**src/sv/lzss_pkg.sv**
```systemverilog
`timescale 1ns / 1ps
// ----------------------------------------------------------------------------
// LZSS decoder package
// Default window and length sizes, the literal token size and the sequencer
// states used by the decoder module.
// ----------------------------------------------------------------------------
package lzss_pkg;

    localparam int WIN_BITS_DEF    = 8;
    localparam int LENGTH_BITS_DEF = 4;

    // A literal token is the flag bit followed by eight data bits.
    localparam int LIT_BITS = 9;

    typedef enum logic [1:0] {
        ST_IDLE,
        ST_BITS,
        ST_COPY
    } state_t;

endpackage

```
**src/sv/lzss_in_if.sv**
```systemverilog
`timescale 1ns / 1ps
// ----------------------------------------------------------------------------
// LZSS compressed input channel
// Valid/ready channel that carries one compressed byte and the stream start
// mark per item.
// ----------------------------------------------------------------------------
interface lzss_in_if;
    logic       valid;
    logic       ready;
    logic [7:0] data_byte;
    logic       start_req;

    modport source (output valid, output data_byte, output start_req, input ready);
    modport sink   (input valid, input data_byte, input start_req, output ready);
endinterface

```
**src/sv/lzss_out_if.sv**
```systemverilog
`timescale 1ns / 1ps
// ----------------------------------------------------------------------------
// LZSS decompressed output channel
// Valid/ready channel that carries one decompressed byte and its last flag
// per item.
// ----------------------------------------------------------------------------
interface lzss_out_if;
    logic       valid;
    logic       ready;
    logic [7:0] out_byte;
    logic       last;

    modport source (output valid, output out_byte, output last, input ready);
    modport sink   (input valid, input out_byte, input last, output ready);
endinterface

```
**src/sv/lzss_decoder.sv**
```systemverilog
`timescale 1ns / 1ps
// ----------------------------------------------------------------------------
// LZSS stream decoder
// Reads compressed bytes as an MSB-first bitstream, decodes literal and
// match tokens and writes every produced byte to the history window.
// ----------------------------------------------------------------------------
//  channel      dir  payload                 handshake
//  comp         in   data_byte, start_req    valid / ready
//  decomp       out  out_byte, last          valid / ready
//  cfg_wr_*     in   output_length (32 b)    write enable, no wait
//
//  A compressed item is accepted in ST_IDLE; its bits then pass through the
//  shared bit shifter at one bit per cycle, pausing while a literal waits on
//  a stalled output. A completed match reads the window through a registered
//  read port and copies one byte per cycle while the output is free. Once the
//  stream is finished, the trailing bits of an item are dropped. After reset
//  the block is ready at once; the window is not swept, a fill count makes
//  never-written entries read as zero. A stalled output holds the decoder in
//  place; a new item is taken only when the previous is fully decoded.
// ----------------------------------------------------------------------------
module lzss_decoder
    import lzss_pkg::*;
#(
    parameter int WIN_BITS    = WIN_BITS_DEF,
    parameter int LENGTH_BITS = LENGTH_BITS_DEF
)
(
    input  logic         clk,
    input  logic         rst_n,
    input  logic         cfg_wr_en,
    input  logic [31:0]  cfg_wr_data,
    lzss_in_if.sink      comp,
    lzss_out_if.source   decomp
);

    localparam int WIN_SIZE   = 1 << WIN_BITS;
    localparam int TOKEN_BITS = 1 + WIN_BITS + LENGTH_BITS;
    localparam int MATCH_MIN  = (TOKEN_BITS + 7) / 8;
    localparam int MAX_RUN    = (1 << LENGTH_BITS) + MATCH_MIN - 1;
    localparam int START_PTR  = WIN_SIZE - MAX_RUN;
    localparam int CNT_W      = $clog2(TOKEN_BITS + 1);
    localparam int LEFT_W     = $clog2(MAX_RUN + 1);

    localparam logic [WIN_BITS-1:0] START_PTR_W = WIN_BITS'(START_PTR);
    localparam logic [WIN_BITS:0]   FILL_FULL   = (WIN_BITS + 1)'(WIN_SIZE);

    logic [7:0] mem [WIN_SIZE];
    logic [7:0] rd_q_reg;

    state_t                  state_reg, state_next;
    logic [7:0]              byte_reg, byte_next;
    logic [2:0]              bit_idx_reg, bit_idx_next;
    logic                    bits_left_reg, bits_left_next;
    logic [TOKEN_BITS-1:0]   pend_reg, pend_next;
    logic [CNT_W-1:0]        cnt_reg, cnt_next;
    logic [WIN_BITS-1:0]     wptr_reg, wptr_next;
    logic [WIN_BITS:0]       fill_reg, fill_next;
    logic [31:0]             bytes_reg, bytes_next;
    logic [31:0]             olen_reg, olen_next;
    logic [WIN_BITS-1:0]     cp_addr_reg, cp_addr_next;
    logic [LEFT_W-1:0]       cp_left_reg, cp_left_next;
    logic                    rd_pend_reg, rd_pend_next;
    logic                    byp_reg, byp_next;
    logic [7:0]              byp_data_reg, byp_data_next;
    logic                    hit_reg, hit_next;
    logic                    out_valid_reg, out_valid_next;
    logic [7:0]              out_byte_reg, out_byte_next;
    logic                    out_last_reg, out_last_next;

    logic                    we;
    logic [7:0]              wd;
    logic                    issue;
    logic                    emit;
    logic                    out_free;
    logic                    finished;
    logic                    lit;
    logic                    tok;
    logic [TOKEN_BITS-1:0]   nb;
    logic [CNT_W-1:0]        cnt_inc;
    logic [7:0]              copy_byte;
    logic [WIN_BITS-1:0]     rel_addr;

    assign comp.ready      = (state_reg == ST_IDLE);
    assign decomp.valid    = out_valid_reg;
    assign decomp.out_byte = out_byte_reg;
    assign decomp.last     = out_last_reg;

    assign out_free  = !out_valid_reg || decomp.ready;
    assign finished  = (bytes_reg >= olen_reg);
    assign nb        = {pend_reg[TOKEN_BITS-2:0], byte_reg[bit_idx_reg]};
    assign cnt_inc   = cnt_reg + CNT_W'(1);
    assign lit       = (cnt_inc == CNT_W'(LIT_BITS)) && nb[LIT_BITS-1];
    assign tok       = (cnt_inc == CNT_W'(TOKEN_BITS));
    // Entries that the current stream has not yet written read as zero.
    assign copy_byte = byp_reg ? byp_data_reg : (hit_reg ? rd_q_reg : 8'd0);
    assign rel_addr  = cp_addr_reg - START_PTR_W;

    always_comb
    begin
        state_next     = state_reg;
        byte_next      = byte_reg;
        bit_idx_next   = bit_idx_reg;
        bits_left_next = bits_left_reg;
        pend_next      = pend_reg;
        cnt_next       = cnt_reg;
        wptr_next      = wptr_reg;
        fill_next      = fill_reg;
        bytes_next     = bytes_reg;
        olen_next      = olen_reg;
        cp_addr_next   = cp_addr_reg;
        cp_left_next   = cp_left_reg;
        rd_pend_next   = rd_pend_reg;
        byp_next       = byp_reg;
        byp_data_next  = byp_data_reg;
        hit_next       = hit_reg;
        out_valid_next = out_valid_reg && !decomp.ready;
        out_byte_next  = out_byte_reg;
        out_last_next  = out_last_reg;
        we             = 1'b0;
        wd             = 8'd0;
        issue          = 1'b0;
        emit           = 1'b0;

        unique case (state_reg)
            ST_IDLE:
            begin
                if (comp.valid)
                begin
                    byte_next    = comp.data_byte;
                    bit_idx_next = 3'd7;
                    state_next   = ST_BITS;
                    if (comp.start_req)
                    begin
                        wptr_next  = START_PTR_W;
                        fill_next  = '0;
                        pend_next  = '0;
                        cnt_next   = '0;
                        bytes_next = '0;
                    end
                end
            end

            ST_BITS:
            begin
                if (finished)
                begin
                    // Trailing bits of a finished stream are dropped.
                    state_next = ST_IDLE;
                end
                else if (!(lit && !out_free))
                begin
                    bit_idx_next = bit_idx_reg - 3'd1;
                    if (bit_idx_reg == 3'd0)
                    begin
                        state_next = ST_IDLE;
                    end
                    if (lit)
                    begin
                        we        = 1'b1;
                        wd        = nb[7:0];
                        pend_next = '0;
                        cnt_next  = '0;
                    end
                    else if (tok)
                    begin
                        pend_next      = '0;
                        cnt_next       = '0;
                        cp_addr_next   = nb[LENGTH_BITS +: WIN_BITS];
                        cp_left_next   = LEFT_W'(nb[LENGTH_BITS-1:0]) + LEFT_W'(MATCH_MIN);
                        bits_left_next = (bit_idx_reg != 3'd0);
                        state_next     = ST_COPY;
                    end
                    else
                    begin
                        pend_next = nb;
                        cnt_next  = cnt_inc;
                    end
                end
            end

            ST_COPY:
            begin
                if (finished)
                begin
                    // A match that runs past the stream length is cut short.
                    rd_pend_next = 1'b0;
                    cp_left_next = '0;
                    state_next   = bits_left_reg ? ST_BITS : ST_IDLE;
                end
                else
                begin
                    emit = rd_pend_reg && out_free;
                    if (emit)
                    begin
                        we = 1'b1;
                        wd = copy_byte;
                    end
                    issue = (cp_left_reg != '0) && (!rd_pend_reg || emit);
                    if (issue)
                    begin
                        cp_addr_next  = cp_addr_reg + WIN_BITS'(1);
                        cp_left_next  = cp_left_reg - LEFT_W'(1);
                        rd_pend_next  = 1'b1;
                        // The byte written this cycle may be the one read next.
                        byp_next      = we && (wptr_reg == cp_addr_reg);
                        byp_data_next = wd;
                        hit_next      = ({1'b0, rel_addr} < fill_reg);
                    end
                    else if (emit)
                    begin
                        rd_pend_next = 1'b0;
                    end
                    if ((cp_left_reg == '0) && (!rd_pend_reg || emit))
                    begin
                        state_next = bits_left_reg ? ST_BITS : ST_IDLE;
                    end
                end
            end

            default:
            begin
                state_next = ST_IDLE;
            end
        endcase

        if (we)
        begin
            wptr_next      = wptr_reg + WIN_BITS'(1);
            if (fill_reg != FILL_FULL)
            begin
                fill_next = fill_reg + (WIN_BITS + 1)'(1);
            end
            bytes_next     = bytes_reg + 32'd1;
            out_valid_next = 1'b1;
            out_byte_next  = wd;
            out_last_next  = ((bytes_reg + 32'd1) == olen_reg);
        end

        if (cfg_wr_en)
        begin
            olen_next = cfg_wr_data;
        end
    end

    always_ff @(posedge clk)
    begin
        if (we)
        begin
            mem[wptr_reg] <= wd;
        end
        if (issue)
        begin
            rd_q_reg <= mem[cp_addr_reg];
        end
    end

    always_ff @(posedge clk or negedge rst_n)
    begin
        if (!rst_n)
        begin
            state_reg     <= ST_IDLE;
            bits_left_reg <= 1'b0;
            pend_reg      <= '0;
            cnt_reg       <= '0;
            wptr_reg      <= START_PTR_W;
            fill_reg      <= '0;
            bytes_reg     <= '0;
            olen_reg      <= '0;
            cp_left_reg   <= '0;
            rd_pend_reg   <= 1'b0;
            out_valid_reg <= 1'b0;
        end
        else
        begin
            state_reg     <= state_next;
            bits_left_reg <= bits_left_next;
            pend_reg      <= pend_next;
            cnt_reg       <= cnt_next;
            wptr_reg      <= wptr_next;
            fill_reg      <= fill_next;
            bytes_reg     <= bytes_next;
            olen_reg      <= olen_next;
            cp_left_reg   <= cp_left_next;
            rd_pend_reg   <= rd_pend_next;
            out_valid_reg <= out_valid_next;
        end
    end

    always_ff @(posedge clk)
    begin
        byte_reg     <= byte_next;
        bit_idx_reg  <= bit_idx_next;
        cp_addr_reg  <= cp_addr_next;
        byp_reg      <= byp_next;
        byp_data_reg <= byp_data_next;
        hit_reg      <= hit_next;
        out_byte_reg <= out_byte_next;
        out_last_reg <= out_last_next;
    end

endmodule
```
**src/flat_wrapper.sv**
```systemverilog
// flat-port wrapper written by rule: the top's interface ports become plain ports
module lzss_decoder_flat import lzss_pkg::*;
#(
    parameter int WIN_BITS    = WIN_BITS_DEF,
    parameter int LENGTH_BITS = LENGTH_BITS_DEF
)
  (clk, rst_n, cfg_wr_en, cfg_wr_data, comp_valid, comp_data_byte, comp_start_req, comp_ready, decomp_valid, decomp_out_byte, decomp_last, decomp_ready);
  lzss_in_if comp_i ();
  lzss_out_if decomp_i ();
  input  logic clk;
  input  logic rst_n;
  input  logic cfg_wr_en;
  input  logic [31:0] cfg_wr_data;
  input wire logic [$bits(comp_i.valid)-1:0] comp_valid;
  input wire logic [$bits(comp_i.data_byte)-1:0] comp_data_byte;
  input wire logic [$bits(comp_i.start_req)-1:0] comp_start_req;
  output wire logic [$bits(comp_i.ready)-1:0] comp_ready;
  output wire logic [$bits(decomp_i.valid)-1:0] decomp_valid;
  output wire logic [$bits(decomp_i.out_byte)-1:0] decomp_out_byte;
  output wire logic [$bits(decomp_i.last)-1:0] decomp_last;
  input wire logic [$bits(decomp_i.ready)-1:0] decomp_ready;
  assign comp_i.valid = comp_valid;
  assign comp_i.data_byte = comp_data_byte;
  assign comp_i.start_req = comp_start_req;
  assign comp_ready = comp_i.ready;
  assign decomp_valid = decomp_i.valid;
  assign decomp_out_byte = decomp_i.out_byte;
  assign decomp_last = decomp_i.last;
  assign decomp_i.ready = decomp_ready;
  lzss_decoder #(.WIN_BITS(WIN_BITS), .LENGTH_BITS(LENGTH_BITS)) u_core (.clk(clk), .rst_n(rst_n), .cfg_wr_en(cfg_wr_en), .cfg_wr_data(cfg_wr_data), .comp(comp_i), .decomp(decomp_i));
endmodule
```
**config.mk**
```make
export PLATFORM = sky130hd
export DESIGN_NAME = lzss_decoder_flat
export DESIGN_NICKNAME = d
export VERILOG_FILES = /design/src/sv/lzss_pkg.sv /design/src/sv/lzss_in_if.sv /design/src/sv/lzss_out_if.sv /design/src/sv/lzss_decoder.sv /design/src/flat_wrapper.sv
export SDC_FILE = /design/constraint.sdc
export NUM_CORES = 2
export LEC_CHECK = 0
export BUFFER_PORTS_ARGS = -buffer_cell sky130_fd_sc_hd__buf_2
export CAP_MARGIN = 10
export CORE_MARGIN = 8
export CORE_UTILIZATION = 67
export CTS_CLUSTER_SIZE = 14
export DETAILED_ROUTE_END_ITERATION = 8
export PLACE_DENSITY = 0.84
export SLEW_MARGIN = 10
export SYNTH_ARGS = -nofsm -noshare
export SYNTH_HDL_FRONTEND = slang
export SYNTH_SLANG_ARGS = --single-unit
export TNS_END_PERCENT = 1
```
**constraint.sdc**
```tcl
create_clock -name clk -period 18.09 [get_ports clk]
set_input_delay 3.618 -clock clk [delete_from_list [all_inputs] [get_ports clk]]
set_output_delay 3.618 -clock clk [all_outputs]
set_load 0.02 [all_outputs]
```
==> results_dict.tcl <==
set metrics [dict create \
    pin_count 57 \
    hold_class "reg -> reg" \
    portBuffers 56 \
    drc 0 \
    clock_tree.root_cell "clkbuf_16" \
    ys_ff_latch 2200 \
    setup_viol 0 \
    clock_latency_ps 860 \
    synthCells 4923 \
    clockBufferDepth 3 \
    ys.warnings.count 0 \
    slew_violations 2 \
    track_usage_pct 33.0 \
    cp_max_fo 53 \
    cp_cell_sequence "buf_2 -> nand2b_1 -> nand2_1 -> inv_1 -> a32oi_1 -> or4_4 -> inv_2 -> nand3_4 -> nor2_1" \
    postCtsSetupRepairBufs 0 \
    synthAdderAreaFrac_pct 0.812 \
    largest_register_ffs 2048 \
    final_common_cell "edfxtp_1" \
    max_cap_violations 1 \
    viasPerCell 7.43 \
    instances_no_fill 6918 \
    rr_worst_depth 9 \
    muxShareOfSynthArea_pct 13.9 \
    cts_tree "done" \
    core_sq_mm 0.133 \
    crit_family "simple AND/OR/NAND/NOR gates" \
    post_cts_resized 0 \
    crit_required_ps 18560 \
    crit_type "in -> reg" \
    antenna_found_initial 19 \
    violations "capacitance limit, slew limit" \
    cts_sinks 2200 \
    grt_pass1_wl_microns 352000 \
    holdWs_ps 519 \
    grt_pass1_vias 50300 \
    initial_core_util_pct 67.3 \
    hpwl_microns 138000 \
    wl_per_cell_microns 35.1 \
    r2r-end "u_core.rd_q_reg[1]" \
    gp_congestion 0.937 \
    rsz0062_at_grt "no" \
    worst-path-buf-inv 3 \
    critical_path_arrival_ps 8180 \
    final_cell_mix "edfxtp_1 (2094), mux4_2 (393), mux2i_1 (333)" \
    dieArea_sq_mm 0.145 \
    cts_buffers 203 \
    leakagePower_uw 0.0275 \
    critPathLaunch "decomp_ready" \
    synthDistinctLibCells 83 \
    cp.depth 9 \
    drt_iter0_markers 8737 \
    synthArstFlopShare_pct 4.82 \
    grt_overflow_total 0 \
    ir_drop_uv 123 \
    synth_compound_area_share_pct 4.90 \
    via_count 51400 \
    finalPower_uw 13400 \
    slew_headroom_pct -5.19 \
    synth_top_family_by_area "multiplexers" \
    synthXorXnorAreaFrac_pct 0.715 \
    fin_crit_sh_pct 42.6 \
    area_growth_syn_to_layout_pct 9.23 \
    clk_pin_slew_ps 70 \
    syn-num-nets 5027 \
    totalWireLength_microns 243000 \
    die_w_microns 381 \
    fmax_mhz 130 \
    rr_startpoint "u_core.cp_addr_reg[0]" \
    synthSimpleGateAreaFrac_pct 4.18 \
    crit_path_start_kind "input port" \
    drive_above_1_share_pct 17.1 \
    die_h_microns 381 \
    fin_tns_setup_ps 0 \
    critPathSlowestCell "nor2_1" \
    synth-seq-area-share_pct 73.3 \
    slowest_delay_ps 1040 \
    final_hold_viol_count 0 \
    grt_max_degree 192 \
    finalClockSkew_ps 36.3 \
    endpoint "u_core.mem[46][0]" \
    syn_avg_cell_area_sq_um 18.2 \
    nets 5086 \
    synth_edf_count 2094 \
    hold_buffers 0 \
    ys.flop_type "edfxtp_1" \
    row_count 134 \
    dp_cells 6544 \
    synth_area_sq_mm 0.0894 \
    worst_pin_slew_ps 1560 \
    htreeDepth 4 \
    fin_crit_ps 7710 \
    ant_nets 0 \
    firstDrtPassIters 9 \
    status "finished with violations" \
    power_density_mw_per_mm2 138 \
    cp-end-kind "flip-flop" \
    r2r_setup_slack_ps 11330 \
]
[cell usage after synthesis, types with 55 or more instances]
cell      number  area, sq um
edfxtp_1    2094        62900
mux4_2       393         8850
nor2_1       338         1270
mux2i_1      333         3330
nand2_1      230          863
o21ai_0      136          681
clkbuf_1     128          480
a21oi_1      103          515
dfrtp_1       99         2480
inv_1         77          289
o221ai_1      74          648
nor3_1        66          330
ha_1          58          726
o22ai_1       58          363
nand3_1       55          275
[stage by stage]
stage	instance area (sq um)	setup WS (ps)	util, %
2_1_floorplan	89400	6410	-
3_3_place_gp	91200	9840	68.6
3_5_place_dp	91200	9700	68.6
4_1_cts	97600	10600	73.4
5_1_grt	97700	10310	73.4
6_report	97700	10380	73.5
[layout make-up]
type,count,area (sq um)
fillers,7098,35300
clock inverters,106,1110
flip-flops and latches,2200,65500
inverters,79,300
repair buffers,146,1110
clock buffers,262,5320
diodes,5,12.5
multi-input cells,2352,22100
well taps,1768,2210
[worst min-delay path by stage]
stage	startpoint	endpoint	cells past startpoint
after global routing	u_core.pend_reg[10]	u_core.pend_reg[10]	1
after detailed placement	u_core.pend_reg[10]	u_core.pend_reg[10]	1
after CTS	u_core.pend_reg[10]	u_core.pend_reg[10]	1
after global placement	u_core.fill_reg[3]	u_core.fill_reg[3]	1
after floorplan	u_core.pend_reg[10]	u_core.pend_reg[10]	1
final	u_core.cp_left_reg[3]	u_core.cp_left_reg[3]	1
[layer usage]
metal / vias to the layer above / part of all wire [%] / track usage, %
met5: - / 0.041 / 0
li1: 20000 / - / -
met2: 5076 / 45 / 49.5
met4: 14 / 7.1 / 18.1
met3: 1073 / 15 / 10.8
met1: 25300 / 33 / 43.4
[logic make-up after synthesis]
| group | after synthesis |
|---|---|
| flops | 2200 |
| simple gates | 835 |
| mux | 748 |
| compound gates | 638 |
| buf+inv | 371 |
| xor+xnor | 73 |
| fa+ha+maj | 58 |
[where the power goes]
part	total, uW	leakage (uW)	switching (uW)	internal (uW)
Combinational	3520	0.00786	2400	1120
Sequential	5710	0.0165	72.0	5630
Clock	4210	0.00311	1890	2310
Note: power is estimated with default switching activity, not from simulation.
